$ cat src/hw/rtl/hssc_pkg.sv
// Package for the hall six-step commutator: word types, register indexes,
// reset values and the commutation and kick pattern tables.
// Used by every module of the block; depends on nothing.
package hssc_pkg;

	// Input word: one loop tick or one hall edge event.
	typedef struct packed {
		logic       opcode;
		logic [2:0] hall_levels;
		logic [1:0] edge_line;
		logic [7:0] throttle;
	} item_t;

	// Result word: the commutator state after the item.
	typedef struct packed {
		logic [2:0] high_enable;
		logic [2:0] low_enable;
		logic [7:0] compare_a;
		logic [7:0] compare_b;
		logic       running;
		logic       kicked;
	} result_t;

	// Configuration register file contents.
	typedef struct packed {
		logic       direction;
		logic [9:0] stall_limit;
		logic [7:0] duty_floor;
		logic [7:0] kick_threshold;
		logic [3:0] dead_offset;
	} cfg_t;

	typedef struct packed {
		logic [2:0] high;
		logic [2:0] low;
	} gates_t;

	typedef enum logic [2:0] {
		REG_DIRECTION      = 3'd0,
		REG_STALL_LIMIT    = 3'd1,
		REG_DUTY_FLOOR     = 3'd2,
		REG_KICK_THRESHOLD = 3'd3,
		REG_DEAD_OFFSET    = 3'd4
	} cfg_idx_t;

	typedef enum logic {
		OP_TICK = 1'b0,
		OP_EDGE = 1'b1
	} opcode_t;

	localparam int CFG_IDX_W = 3;

	localparam logic       DIRECTION_RST      = 1'b1;
	localparam logic [9:0] STALL_LIMIT_RST    = 10'd1000;
	localparam logic [7:0] DUTY_FLOOR_RST     = 8'd20;
	localparam logic [7:0] KICK_THRESHOLD_RST = 8'd150;
	localparam logic [3:0] DEAD_OFFSET_RST    = 4'd10;

	localparam logic [7:0] CMP_A_RST = 8'd220;
	localparam logic [7:0] CMP_B_RST = 8'd210;

	// Duty is (DUTY_BASE - THR_GAIN * throttle) / 10. The division by ten is a
	// multiply by 6554 and a 16-bit shift, exact for dividends below 16384.
	localparam logic [12:0] DUTY_BASE   = 13'd2500;
	localparam logic [12:0] THR_GAIN    = 13'd22;
	localparam logic [24:0] DIV10_MUL   = 25'd6554;
	localparam int          DIV10_SHIFT = 16;

	localparam logic [2:0] GATE_NONE = 3'b000;
	localparam logic [2:0] GATE_U    = 3'b001;
	localparam logic [2:0] GATE_V    = 3'b010;
	localparam logic [2:0] GATE_W    = 3'b100;

	localparam logic [1:0] LINE_HALL1 = 2'd0;
	localparam logic [1:0] LINE_HALL2 = 2'd1;
	localparam logic [1:0] LINE_HALL3 = 2'd2;

	// Phase pair driven after an edge on a hall line, given the line's new
	// level. An edge on the unused line code drives nothing.
	function automatic gates_t edge_gates(input logic dir, input logic [1:0] line,
			input logic [2:0] hall);
		gates_t g;
		logic   lvl;
		g   = '{high: GATE_NONE, low: GATE_NONE};
		lvl = 1'b0;
		case (line)
			LINE_HALL1: lvl = hall[0];
			LINE_HALL2: lvl = hall[1];
			LINE_HALL3: lvl = hall[2];
			default:    lvl = 1'b0;
		endcase
		case ({dir, line, lvl})
			{1'b0, LINE_HALL1, 1'b0}: g = '{high: GATE_U, low: GATE_W};
			{1'b0, LINE_HALL1, 1'b1}: g = '{high: GATE_W, low: GATE_U};
			{1'b0, LINE_HALL2, 1'b0}: g = '{high: GATE_V, low: GATE_U};
			{1'b0, LINE_HALL2, 1'b1}: g = '{high: GATE_U, low: GATE_V};
			{1'b0, LINE_HALL3, 1'b0}: g = '{high: GATE_W, low: GATE_V};
			{1'b0, LINE_HALL3, 1'b1}: g = '{high: GATE_V, low: GATE_W};
			{1'b1, LINE_HALL1, 1'b0}: g = '{high: GATE_V, low: GATE_W};
			{1'b1, LINE_HALL1, 1'b1}: g = '{high: GATE_W, low: GATE_V};
			{1'b1, LINE_HALL2, 1'b0}: g = '{high: GATE_W, low: GATE_U};
			{1'b1, LINE_HALL2, 1'b1}: g = '{high: GATE_U, low: GATE_W};
			{1'b1, LINE_HALL3, 1'b0}: g = '{high: GATE_U, low: GATE_V};
			{1'b1, LINE_HALL3, 1'b1}: g = '{high: GATE_V, low: GATE_U};
			default: g = '{high: GATE_NONE, low: GATE_NONE};
		endcase
		return g;
	endfunction

	// Start-up kick pattern for a hall position. All-low and all-high
	// positions are invalid and drive nothing.
	function automatic gates_t kick_gates(input logic dir, input logic [2:0] hall);
		gates_t g;
		case ({dir, hall})
			{1'b0, 3'd1}: g = '{high: GATE_V, low: GATE_U};
			{1'b0, 3'd2}: g = '{high: GATE_W, low: GATE_V};
			{1'b0, 3'd3}: g = '{high: GATE_W, low: GATE_U};
			{1'b0, 3'd4}: g = '{high: GATE_U, low: GATE_W};
			{1'b0, 3'd5}: g = '{high: GATE_V, low: GATE_W};
			{1'b0, 3'd6}: g = '{high: GATE_U, low: GATE_V};
			{1'b1, 3'd1}: g = '{high: GATE_U, low: GATE_V};
			{1'b1, 3'd2}: g = '{high: GATE_V, low: GATE_W};
			{1'b1, 3'd3}: g = '{high: GATE_U, low: GATE_W};
			{1'b1, 3'd4}: g = '{high: GATE_W, low: GATE_U};
			{1'b1, 3'd5}: g = '{high: GATE_W, low: GATE_V};
			{1'b1, 3'd6}: g = '{high: GATE_V, low: GATE_U};
			default:      g = '{high: GATE_NONE, low: GATE_NONE};
		endcase
		return g;
	endfunction

endpackage

$ cat src/hw/rtl/hssc_cfg.sv
// Configuration register file of the hall six-step commutator.
// Depends on hssc_pkg for the register index codes and reset values.
module hssc_cfg (
	input  logic                           clk,
	input  logic                           arst_n,
	input  logic                           cfg_valid,
	output logic                           cfg_ready,
	input  logic [hssc_pkg::CFG_IDX_W-1:0] cfg_index,
	input  logic [9:0]                     cfg_data,
	output hssc_pkg::cfg_t                 cfg
);

	hssc_pkg::cfg_t cfg_q;

	assign cfg_ready = 1'b1;
	assign cfg       = cfg_q;

	always_ff @(posedge clk or negedge arst_n) begin
		if (!arst_n) begin
			cfg_q.direction      <= hssc_pkg::DIRECTION_RST;
			cfg_q.stall_limit    <= hssc_pkg::STALL_LIMIT_RST;
			cfg_q.duty_floor     <= hssc_pkg::DUTY_FLOOR_RST;
			cfg_q.kick_threshold <= hssc_pkg::KICK_THRESHOLD_RST;
			cfg_q.dead_offset    <= hssc_pkg::DEAD_OFFSET_RST;
		end else if (cfg_valid) begin
			case (cfg_index)
				hssc_pkg::REG_DIRECTION:      cfg_q.direction      <= cfg_data[0];
				hssc_pkg::REG_STALL_LIMIT:    cfg_q.stall_limit    <= cfg_data[9:0];
				hssc_pkg::REG_DUTY_FLOOR:     cfg_q.duty_floor     <= cfg_data[7:0];
				hssc_pkg::REG_KICK_THRESHOLD: cfg_q.kick_threshold <= cfg_data[7:0];
				hssc_pkg::REG_DEAD_OFFSET:    cfg_q.dead_offset    <= cfg_data[3:0];
				default: ;
			endcase
		end
	end

endmodule

$ cat src/hw/rtl/hssc_core.sv
// Commutation state and its combinational update for one word.
// Depends on hssc_pkg for the word types, constants and pattern tables.
module hssc_core (
	input  logic              clk,
	input  logic              arst_n,
	input  hssc_pkg::cfg_t    cfg,
	input  hssc_pkg::item_t   item,
	input  logic              step,
	output hssc_pkg::result_t result
);

	logic [9:0] stall_count_q;
	logic       run_q;
	logic [2:0] high_q;
	logic [2:0] low_q;
	logic [7:0] cmp_a_q;
	logic [7:0] cmp_b_q;

	logic [9:0] stall_count_d;
	logic       run_d;
	logic [2:0] high_d;
	logic [2:0] low_d;
	logic [7:0] cmp_a_d;
	logic [7:0] cmp_b_d;
	logic       kicked_d;

	logic [12:0]      thr_x22;
	logic             duty_neg;
	logic [11:0]      duty_num;
	logic [24:0]      duty_prod;
	logic [7:0]       duty_quot;
	logic [7:0]       duty;
	logic [9:0]       cnt_adv;
	logic             run_adv;
	hssc_pkg::gates_t edge_g;
	hssc_pkg::gates_t kick_g;

	// Throttle to compare value; a throttle that drives the numerator below
	// zero lands on the floor like any other small result.
	always_comb begin
		thr_x22   = 13'(item.throttle) * hssc_pkg::THR_GAIN;
		duty_neg  = thr_x22 > hssc_pkg::DUTY_BASE;
		duty_num  = 12'(hssc_pkg::DUTY_BASE - thr_x22);
		duty_prod = 25'(duty_num) * hssc_pkg::DIV10_MUL;
		duty_quot = duty_prod[hssc_pkg::DIV10_SHIFT +: 8];
		duty      = (duty_neg || duty_quot < cfg.duty_floor) ? cfg.duty_floor : duty_quot;
	end

	assign edge_g = hssc_pkg::edge_gates(cfg.direction, item.edge_line, item.hall_levels);
	assign kick_g = hssc_pkg::kick_gates(cfg.direction, item.hall_levels);

	always_comb begin
		stall_count_d = stall_count_q;
		run_d         = run_q;
		high_d        = high_q;
		low_d         = low_q;
		cmp_a_d       = cmp_a_q;
		cmp_b_d       = cmp_b_q;
		kicked_d      = 1'b0;
		cnt_adv       = (stall_count_q < cfg.stall_limit) ? stall_count_q + 10'd1
			: stall_count_q;
		run_adv       = cnt_adv < cfg.stall_limit;

		if (item.opcode == hssc_pkg::OP_EDGE) begin
			stall_count_d = '0;
			high_d        = edge_g.high;
			low_d         = edge_g.low;
		end else begin
			if (run_q) begin
				cmp_a_d = duty;
				cmp_b_d = (duty > 8'(cfg.dead_offset)) ? duty - 8'(cfg.dead_offset) : 8'd0;
			end else begin
				high_d = hssc_pkg::GATE_NONE;
				low_d  = hssc_pkg::GATE_NONE;
			end
			stall_count_d = cnt_adv;
			run_d         = run_adv;
			// A stopped motor with a low enough duty gets a kick: the high side is
			// replaced unless the hall position is invalid, the low side gains the kick phase.
			if (!run_adv && duty < cfg.kick_threshold) begin
				high_d        = (kick_g.high != hssc_pkg::GATE_NONE) ? kick_g.high : high_d;
				low_d         = low_d | kick_g.low;
				run_d         = 1'b1;
				stall_count_d = '0;
				kicked_d      = 1'b1;
			end
		end
	end

	always_ff @(posedge clk or negedge arst_n) begin
		if (!arst_n) begin
			stall_count_q <= '0;
			run_q         <= 1'b0;
			high_q        <= hssc_pkg::GATE_NONE;
			low_q         <= hssc_pkg::GATE_NONE;
			cmp_a_q       <= hssc_pkg::CMP_A_RST;
			cmp_b_q       <= hssc_pkg::CMP_B_RST;
		end else if (step) begin
			stall_count_q <= stall_count_d;
			run_q         <= run_d;
			high_q        <= high_d;
			low_q         <= low_d;
			cmp_a_q       <= cmp_a_d;
			cmp_b_q       <= cmp_b_d;
		end
	end

	assign result = '{high_enable: high_d, low_enable: low_d, compare_a: cmp_a_d,
		compare_b: cmp_b_d, running: run_d, kicked: kicked_d};

endmodule

$ cat src/hw/rtl/hall_six_step_commutator_top.sv
// Hall six-step commutator. Every accepted word (a loop tick or a hall edge)
// yields exactly one result word holding the gate enables, both PWM compare
// values, the run flag and a kick flag. One word is taken per clock cycle while
// results are taken; a word waits in the input register until the result
// register is free or being emptied, and the commutation state is updated as it
// moves on; its result is then offered from the result register, so throughput
// is set only by how quickly results are taken. Configuration writes are taken
// in any cycle and should be made only while no word is in flight.
// Depends on hssc_pkg, hssc_cfg and hssc_core.
module hall_six_step_commutator_top (
	input  logic                           clk,
	input  logic                           arst_n,
	input  logic                           item_valid,
	output logic                           item_ready,
	input  hssc_pkg::item_t                item,
	output logic                           result_valid,
	input  logic                           result_ready,
	output hssc_pkg::result_t              result,
	input  logic                           cfg_valid,
	output logic                           cfg_ready,
	input  logic [hssc_pkg::CFG_IDX_W-1:0] cfg_index,
	input  logic [9:0]                     cfg_data
);

	hssc_pkg::cfg_t    cfg;
	hssc_pkg::item_t   item_s1;
	logic              valid_s1;
	logic              advance;
	hssc_pkg::result_t result_d;
	hssc_pkg::result_t result_q;
	logic              result_valid_q;

	// The input stage moves on whenever the result register is free or is
	// being emptied in the same cycle.
	assign advance    = valid_s1 && (!result_valid_q || result_ready);
	assign item_ready = !valid_s1 || advance;

	hssc_cfg u_cfg (
		.clk       (clk),
		.arst_n    (arst_n),
		.cfg_valid (cfg_valid),
		.cfg_ready (cfg_ready),
		.cfg_index (cfg_index),
		.cfg_data  (cfg_data),
		.cfg       (cfg)
	);

	hssc_core u_core (
		.clk    (clk),
		.arst_n (arst_n),
		.cfg    (cfg),
		.item   (item_s1),
		.step   (advance),
		.result (result_d)
	);

	always_ff @(posedge clk or negedge arst_n) begin
		if (!arst_n) begin
			valid_s1 <= 1'b0;
		end else if (item_ready) begin
			valid_s1 <= item_valid;
		end
	end

	always_ff @(posedge clk) begin
		if (item_valid && item_ready) begin
			item_s1 <= item;
		end
	end

	always_ff @(posedge clk or negedge arst_n) begin
		if (!arst_n) begin
			result_valid_q <= 1'b0;
		end else if (advance) begin
			result_valid_q <= 1'b1;
		end else if (result_ready) begin
			result_valid_q <= 1'b0;
		end
	end

	always_ff @(posedge clk) begin
		if (advance) begin
			result_q <= result_d;
		end
	end

	assign result_valid = result_valid_q;
	assign result       = result_q;

endmodule

$ cat config.mk
export PLATFORM = sky130hd
export DESIGN_NAME = hall_six_step_commutator_top
export DESIGN_NICKNAME = d
export VERILOG_FILES = /design/src/hw/rtl/hssc_pkg.sv /design/src/hw/rtl/hssc_cfg.sv /design/src/hw/rtl/hssc_core.sv /design/src/hw/rtl/hall_six_step_commutator_top.sv
export SDC_FILE = /design/constraint.sdc
export NUM_CORES = 1
export LEC_CHECK = 0
export ABC_CLOCK_PERIOD_IN_PS = 10300
export BUFFER_PORTS_ARGS = -buffer_cell sky130_fd_sc_hd__buf_2
export CAP_MARGIN = 25
export CORE_MARGIN = 5
export CORE_UTILIZATION = 40
export DETAILED_ROUTE_END_ITERATION = 7
export HOLD_SLACK_MARGIN = 0.06
export MAX_ROUTING_LAYER = met4
export PLACE_DENSITY = 0.63
export SLEW_MARGIN = 10
export SYNTH_ARGS = -nofsm -noshare
export SYNTH_HDL_FRONTEND = slang
export SYNTH_SLANG_ARGS = --single-unit
$ cat constraint.sdc
create_clock -name clk -period 10.3 [get_ports clk]
set_input_delay 0.515 -clock clk [delete_from_list [all_inputs] [get_ports clk]]
set_output_delay 0.515 -clock clk [all_outputs]
set_load 0.05 [all_outputs]
* Yosys cells after proc, flatten, opt, wreduce, memory -nomap -nowiden
Memory sizes are Yosys's and may differ from the RTL's.
Cells that the tools add are included.
** Storage, ports and cells
- Register bits after elaboration :: 104
- Memories :: 2
- Bits in read-only memories :: 192
- Output and inout port bits :: 27
- Bits of input ports :: 32
** Memory list
- (name not given) :: words 16, width 6, rd ports 1, clocked after memory_dff 0, write ports 0, line hssc_pkg.sv:114 : case ({dir, hall})
- (name not given) :: words 16, width 6, rd ports 1, clocked after memory_dff 0, write ports 0, line hssc_pkg.sv:92 : case ({dir, line, lvl})
** Cells by class
- Equality and inequality tests :: 6
- $lt $le $gt $ge :: 6
- Muxes and demuxes :: 23
- $mul :: 2
- Reductions and logical operators :: 18
- Bitwise logic cells :: 1
- $add $sub $neg :: 3
** Operator list (count)
- $mux W8 :: 6
- $mux W10 :: 3
- $mux W3 :: 8
- $mul A12 B12 Y23 const B :: 1
- $lt A10 B10 Y1 :: 2
- $lt A8 B8 Y1 :: 2
- $gt A13 B12 Y1 const B :: 1
- $mul A8 B4 Y12 const B :: 1
- $sub A12 B12 Y12 const A :: 1
- $add A10 B1 Y10 const B :: 1
- $reduce_and A2 Y1 :: 5
- $gt A8 B4 Y1 :: 1
- $sub A8 B4 Y8 :: 1
- $eq A3 B2 Y1 const B :: 2
- $mux W1 :: 5
- $eq A3 B1 Y1 const B :: 1
- $eq A3 B3 Y1 const B :: 1
- $logic_and A1 B1 Y1 :: 3
- $logic_not A1 Y1 :: 3
- $logic_not A3 Y1 :: 1
- $logic_or A1 B1 Y1 :: 3
- $or A3 B3 Y3 :: 1
- $pmux W1 S3 :: 1
- $reduce_bool A3 Y1 :: 1
- 4 further kinds :: 4

* Depth between registers and ports, before layout
- Word-level depth :: 10
- Depth in mapped cells :: 48
- Mapped depth without buffers :: 45

* Hierarchy
From an unflattened synthesis, not the netlist that was laid out.
** Unflattened totals
- Cell total of the unflattened synthesis :: 879
- Area total of the unflattened synthesis :: 9163.8 sq um
** By module, submodules not included
- hssc_core :: seq. area each 837.1 sq um, instances 1, area an instance 6612.6 sq um, cells each 762
- hssc_cfg :: seq. area each 794.5 sq um, instances 1, area an instance 1306.3 sq um, cells each 71
- hall_six_step_commutator_top :: seq. area each 1191.1 sq um, instances 1, area an instance 1244.9 sq um, cells each 46

* Worst setup path before layout
OpenSTA, ideal clock, no wires.
- Path type :: reg2reg
- Start point :: reg item_s1[0] (netlist name)
- End point :: reg u_core.stall_count_q[4]
- Path slack :: 0.142 ns
- Setup time :: 0.126 ns
- Data required time :: 10.174 ns
- Clock period less this slack :: 10.158 ns
- Arrival time :: 10.032 ns
- Cell stages (with the launch flop) :: 43
- Cells stage by stage :: edfxtp_1 -> ha_1 -> ha_1 -> fa_1 -> xor2_1 -> or3_1 -> o21ai_0 -> xor2_1 -> ha_1 -> inv_1 -> fa_1 -> inv_1 -> fa_1 -> fa_1 -> inv_1 -> fa_1 -> inv_1 -> ha_1 -> [7 not listed] -> ha_1 -> o21ai_0 -> a21oi_1 -> o31a_1 -> o221a_1 -> buf_6 -> mux2i_4 -> inv_1 -> ha_1 -> a21o_1 -> a21o_1 -> a21oi_1 -> and4_1 -> a41oi_2 -> nor2_4 -> buf_4 -> nor3_1 -> a221o_1
** On the way
- Cells in the longest elaborated chain, start to end :: 10
- Elaborated cells between the ends (all ways) :: 11
- Those cells by class :: add/sub: 1; mul: 2; order compare: 3; mux: 3; reduce/logical: 2
** RTL lines
- start: declaration :: line hall_six_step_commutator_top.sv:26 : hssc_pkg::item_t item_s1;
- start signal: assignment :: line hall_six_step_commutator_top.sv:67 : item_s1 <= item;
- $mul A8 B4 Y12 * :: line hssc_core.sv:41 : thr_x22 = 13'(item.throttle) * hssc_pkg::THR_GAIN;
- $sub A12 B12 Y12 :: line hssc_core.sv:43 : duty_num = 12'(hssc_pkg::DUTY_BASE - thr_x22);
- $mul A12 B12 Y23 :: line hssc_core.sv:44 : duty_prod = 25'(duty_num) * hssc_pkg::DIV10_MUL;
- $lt A8 B8 Y1 :: line hssc_core.sv:46 : duty = (duty_neg || duty_quot < cfg.duty_floor) ? cfg.duty_floor : duty_quot;
- $logic_or A1 B1 Y1 :: line hssc_core.sv:46
- $mux W8 * :: line hssc_core.sv:46
- $lt A8 B8 Y1 * :: line hssc_core.sv:80 : if (!run_adv && duty < cfg.kick_threshold) begin
- $logic_and A1 B1 Y1 * :: line hssc_core.sv:80
- $mux W10 * :: line hssc_core.sv:80
- $mux W10 * :: line hssc_core.sv:64 : if (item.opcode == hssc_pkg::OP_EDGE) begin
- end signal: assignment :: line hssc_core.sv:99 : stall_count_q <= stall_count_d;
- end: declaration :: line hssc_core.sv:12 : logic [9:0] stall_count_q;
Every way passes the cells marked *; elsewhere a longest branch is shown, timed or not.
A chain may end at the register's enable or synchronous reset.

* Worst setup path after layout
- Start point :: reg item_s1[3] (netlist name)
- End point :: reg u_core.stall_count_q[3]
The elaborated chain is that of the path after synthesis.

==> results summary <==
The number of violations of the max-capacitance limit is 0. The endpoint kind of the worst setup timing path is a flip-flop. In the synthesized netlist, the number of instances is 946. The library cells used most frequently in the layout, excluding fill and tap cells, are 129 x sky130_fd_sc_hd__inv_1, 122 x sky130_fd_sc_hd__ha_1, 99 x sky130_fd_sc_hd__nand2_1. The first global-routing pass estimated 32.7 mm of wire. The post-placement cell area is slightly above 10,000 um^2. Detailed placement finished with a half-perimeter wire length of 15.5 mm. The height of the chip came out at between 150 and 200 um.

The final setup violation count is 0. The slowest stage of the critical path is the sky130_fd_sc_hd__fa_1 cell. After routing the design area is 11,200 um^2. The die covers between 20,000 and 30,000 um^2.

Leaving out fill and tap cells, the most frequent cell in the layout is sky130_fd_sc_hd__inv_1. The number of synthesized register bits is around 100. In this run the clock root is driven by a sky130_fd_sc_hd__clkbuf_16. The number of buffers inserted by port buffering is 57.

The CTS H-tree depth is 3. The share of layout cells above drive strength 1 is 0.269. The number of antenna cells inserted came out at 0. The post-CTS clock slew at the launch and capture registers of the worst setup and hold paths is 0.08 ns. For this run, the slowest stage of the critical path takes 0.59 ns. During I/O placement, the number of pins put on the boundary was 59. The data arrival at the endpoint of the critical path is about 10 ns. The count of endpoints failing hold in the final timing report is 0. The number of antenna violations at the first check in global routing came out at 0. The synthesized netlist occupies a cell area of 9250 um^2.

The worst setup path is of the flip-flop to flip-flop kind. Dividing the final minimum period by the clock period gives 0.968. The horizontal die dimension came out at 162 um. The number of global-route vias before repair was between 6,000 and 7,000. The buffer and inverter count on the worst path came out at 7. The worst-margin pin slew is 0.876 ns. The detailed-route DRC error count came out at 0. The initial cell density of the core is 0.407. The max-slew violation total from the final report came to 0.

The final estimated routing congestion in global placement came out at 0.840. The via density per instance is roughly 5.1. The final worst clock skew came out at just over 0.01 ns.

STA puts the critical path data required time at 10.54 ns. The flow ran to the end, and the final reports show no timing, DRC or antenna violations. TritonCTS built the clock tree.

The worst setup path is launched from a flip-flop. The main flop type after synthesis is sky130_fd_sc_hd__dfrtp_1. Compared with the post-synthesis result, the final layout area differs by 21.0%. In this run, the number of DRC markers left after iteration 0 of detailed routing was 298. The final layout contains routed wiring with a total length of 20.1 mm.

In the final routed layout, each cell accounts on average for between 10 and 15 um. The total overflow left after global routing is 0. The worst-case headroom to the max-slew limit came out at 0.416.

The initialized floorplan defines 55 standard-cell rows. The first detailed-routing pass took 4 iterations. The maximum fanout along the worst path came out at 8. The overall global routing resource usage came out at 0.154.

The remaining antenna violation count after routing came out at 0. The synthesized netlist net count came out at between 1,000 and 1,500. TritonCTS created 9 clock buffers. The longest clock path from root to sink contains 2 buffers. The maximum achievable frequency came out at 100 MHz. The minimum period implied by the final worst setup slack came out at between 9 and 10 ns. The core area came out at between 20,000 and 25,000 um^2. The via count came out at 6,957. The average cell area after synthesis is about 10 um^2. Counting every sink on the clock net gives around 100. The worst reg-to-reg setup slack came out at roughly 0.33 ns. The kind of cell with the highest combined delay along the critical path is adder cells. The count of yosys warnings during synthesis came out at 0. The sequential share of the synthesized area is 0.305. Yosys mapped a number of flops with a built-in enable equal to 38. The async set or reset register ratio after synthesis is 0.635. The net count of the finished layout came out at between 1,000 and 1,500.

The fill cell instance count of the final layout is roughly 2,100. The pin count of the biggest net entering global routing is 67. The min-delay analysis places its worst path in the category input pin to flip-flop.

The later-pin clock latency in the skew report came out at approximately 0.36 ns. The number of different library cells in the post-synthesis netlist is just over 80.
[cell usage after synthesis, types with 15 or more instances]
cell                       number  area [um^2]
sky130_fd_sc_hd__nor3_1        15         75.1
sky130_fd_sc_hd__inv_1        135          507
sky130_fd_sc_hd__edfxtp_1      38         1140
sky130_fd_sc_hd__dfstp_2       24          631
sky130_fd_sc_hd__xnor2_1       21          184
sky130_fd_sc_hd__nor2_1        39          146
sky130_fd_sc_hd__ha_1         140         1750
sky130_fd_sc_hd__o31ai_1       20          150
sky130_fd_sc_hd__nand2_1       99          372
sky130_fd_sc_hd__o21ai_0       57          285
sky130_fd_sc_hd__a21oi_1       16         80.1
sky130_fd_sc_hd__clkbuf_1      21         78.8
sky130_fd_sc_hd__fa_1          39          781
sky130_fd_sc_hd__dfrtp_1       42         1050
sky130_fd_sc_hd__nand2b_1      16          100
sky130_fd_sc_hd__mux2_2        23          259
[cells by family (layout without fill, tap and decap cells)]
logic type               after synthesis  count (layout)  synth area share
AO/OA/AOI/OAI                        193             193             0.146
XOR/XNOR                              33              33            0.0313
flip-flops                           104             104             0.305
AND/OR/NAND/NOR                      242             242             0.132
other                                  1               1          0.000406
buffers and inverters                161             292            0.0686
adder cells (fa/ha/maj)              179             179             0.274
multiplexers                          33              33            0.0426
[path summary, 6_finish.rpt]
kind,startpoint,end,cells after the start
setup / recovery,item_s1[3],u_core.stall_count_q[3],41
hold / removal,item[13],item_s1[13],1
setup reg to reg,item_s1[3],u_core.stall_count_q[3],41
hold reg to reg,u_core.cmp_a_q[6],u_core.cmp_a_q[6],2
max in group asynchronous,arst_n,valid_s1,2
min in group asynchronous,arst_n,u_core.cmp_a_q[1],2
[per-stage QoR]
stage | hold WS [ns] | util | setup WS (ns) | cells | TNS, ns
3_5_place_dp | 0.452 | 0.451 | -0.187 | 1325 | -2.39
4_1_cts | 0.324 | 0.467 | 0.000162 | 1341 | 0
5_1_grt | 0.320 | 0.493 | -0.171 | 1362 | -2.35
6_report | 0.334 | 0.493 | 0.334 | 1362 | 0
3_3_place_gp | 0.444 | 0.451 | -0.0300 | 1325 | -0.126
2_1_floorplan | 0.219 | - | 0.142 | 946 | 0
[state kept, by name, indices dropped and copies added, names as in the netlist]
| name | flops |
|---|---|
| item_s1 | 14 |
| u_core.run_q | 1 |
| u_cfg.cfg | 31 |
| valid_s1 | 1 |
| u_core.high_q | 3 |
| u_core.stall_count_q | 10 |
| u_core.low_q | 3 |
| result | 24 |
| u_core.cmp_b_q | 8 |
| u_core.cmp_a_q | 8 |
| result_valid | 1 |
[per-layer routing]
metal	up-vias	track usage	wire length, um
li1	3558	-	-
met1	3280	0.208	9810
met2	94	0.247	9210
met3	25	0.0244	647
met4	0	0.0361	383
met5	-	-	0
[repair_timing]
action                     in CTS  in global routing
setup endpoints to repair      26                 41
pin swaps                       5                 51
resized for setup              10                 80
hold buffers                    0                  0
setup buffers                   0                 21
[cell type report]
type	count	area, um^2	area share
Inverter	135	507	0.0453
Sequential cell	104	2820	0.252
Clock inverter	7	68.8	0.00615
Multi-Input combinational cell	681	6250	0.559
Timing Repair Buffer	141	952	0.0851
Tap cell	285	357	0.0319
Clock buffer	9	225	0.0201
Power is not shown: default switching activity piles up to over one toggle a cycle in this logic, so the estimate is an artifact.
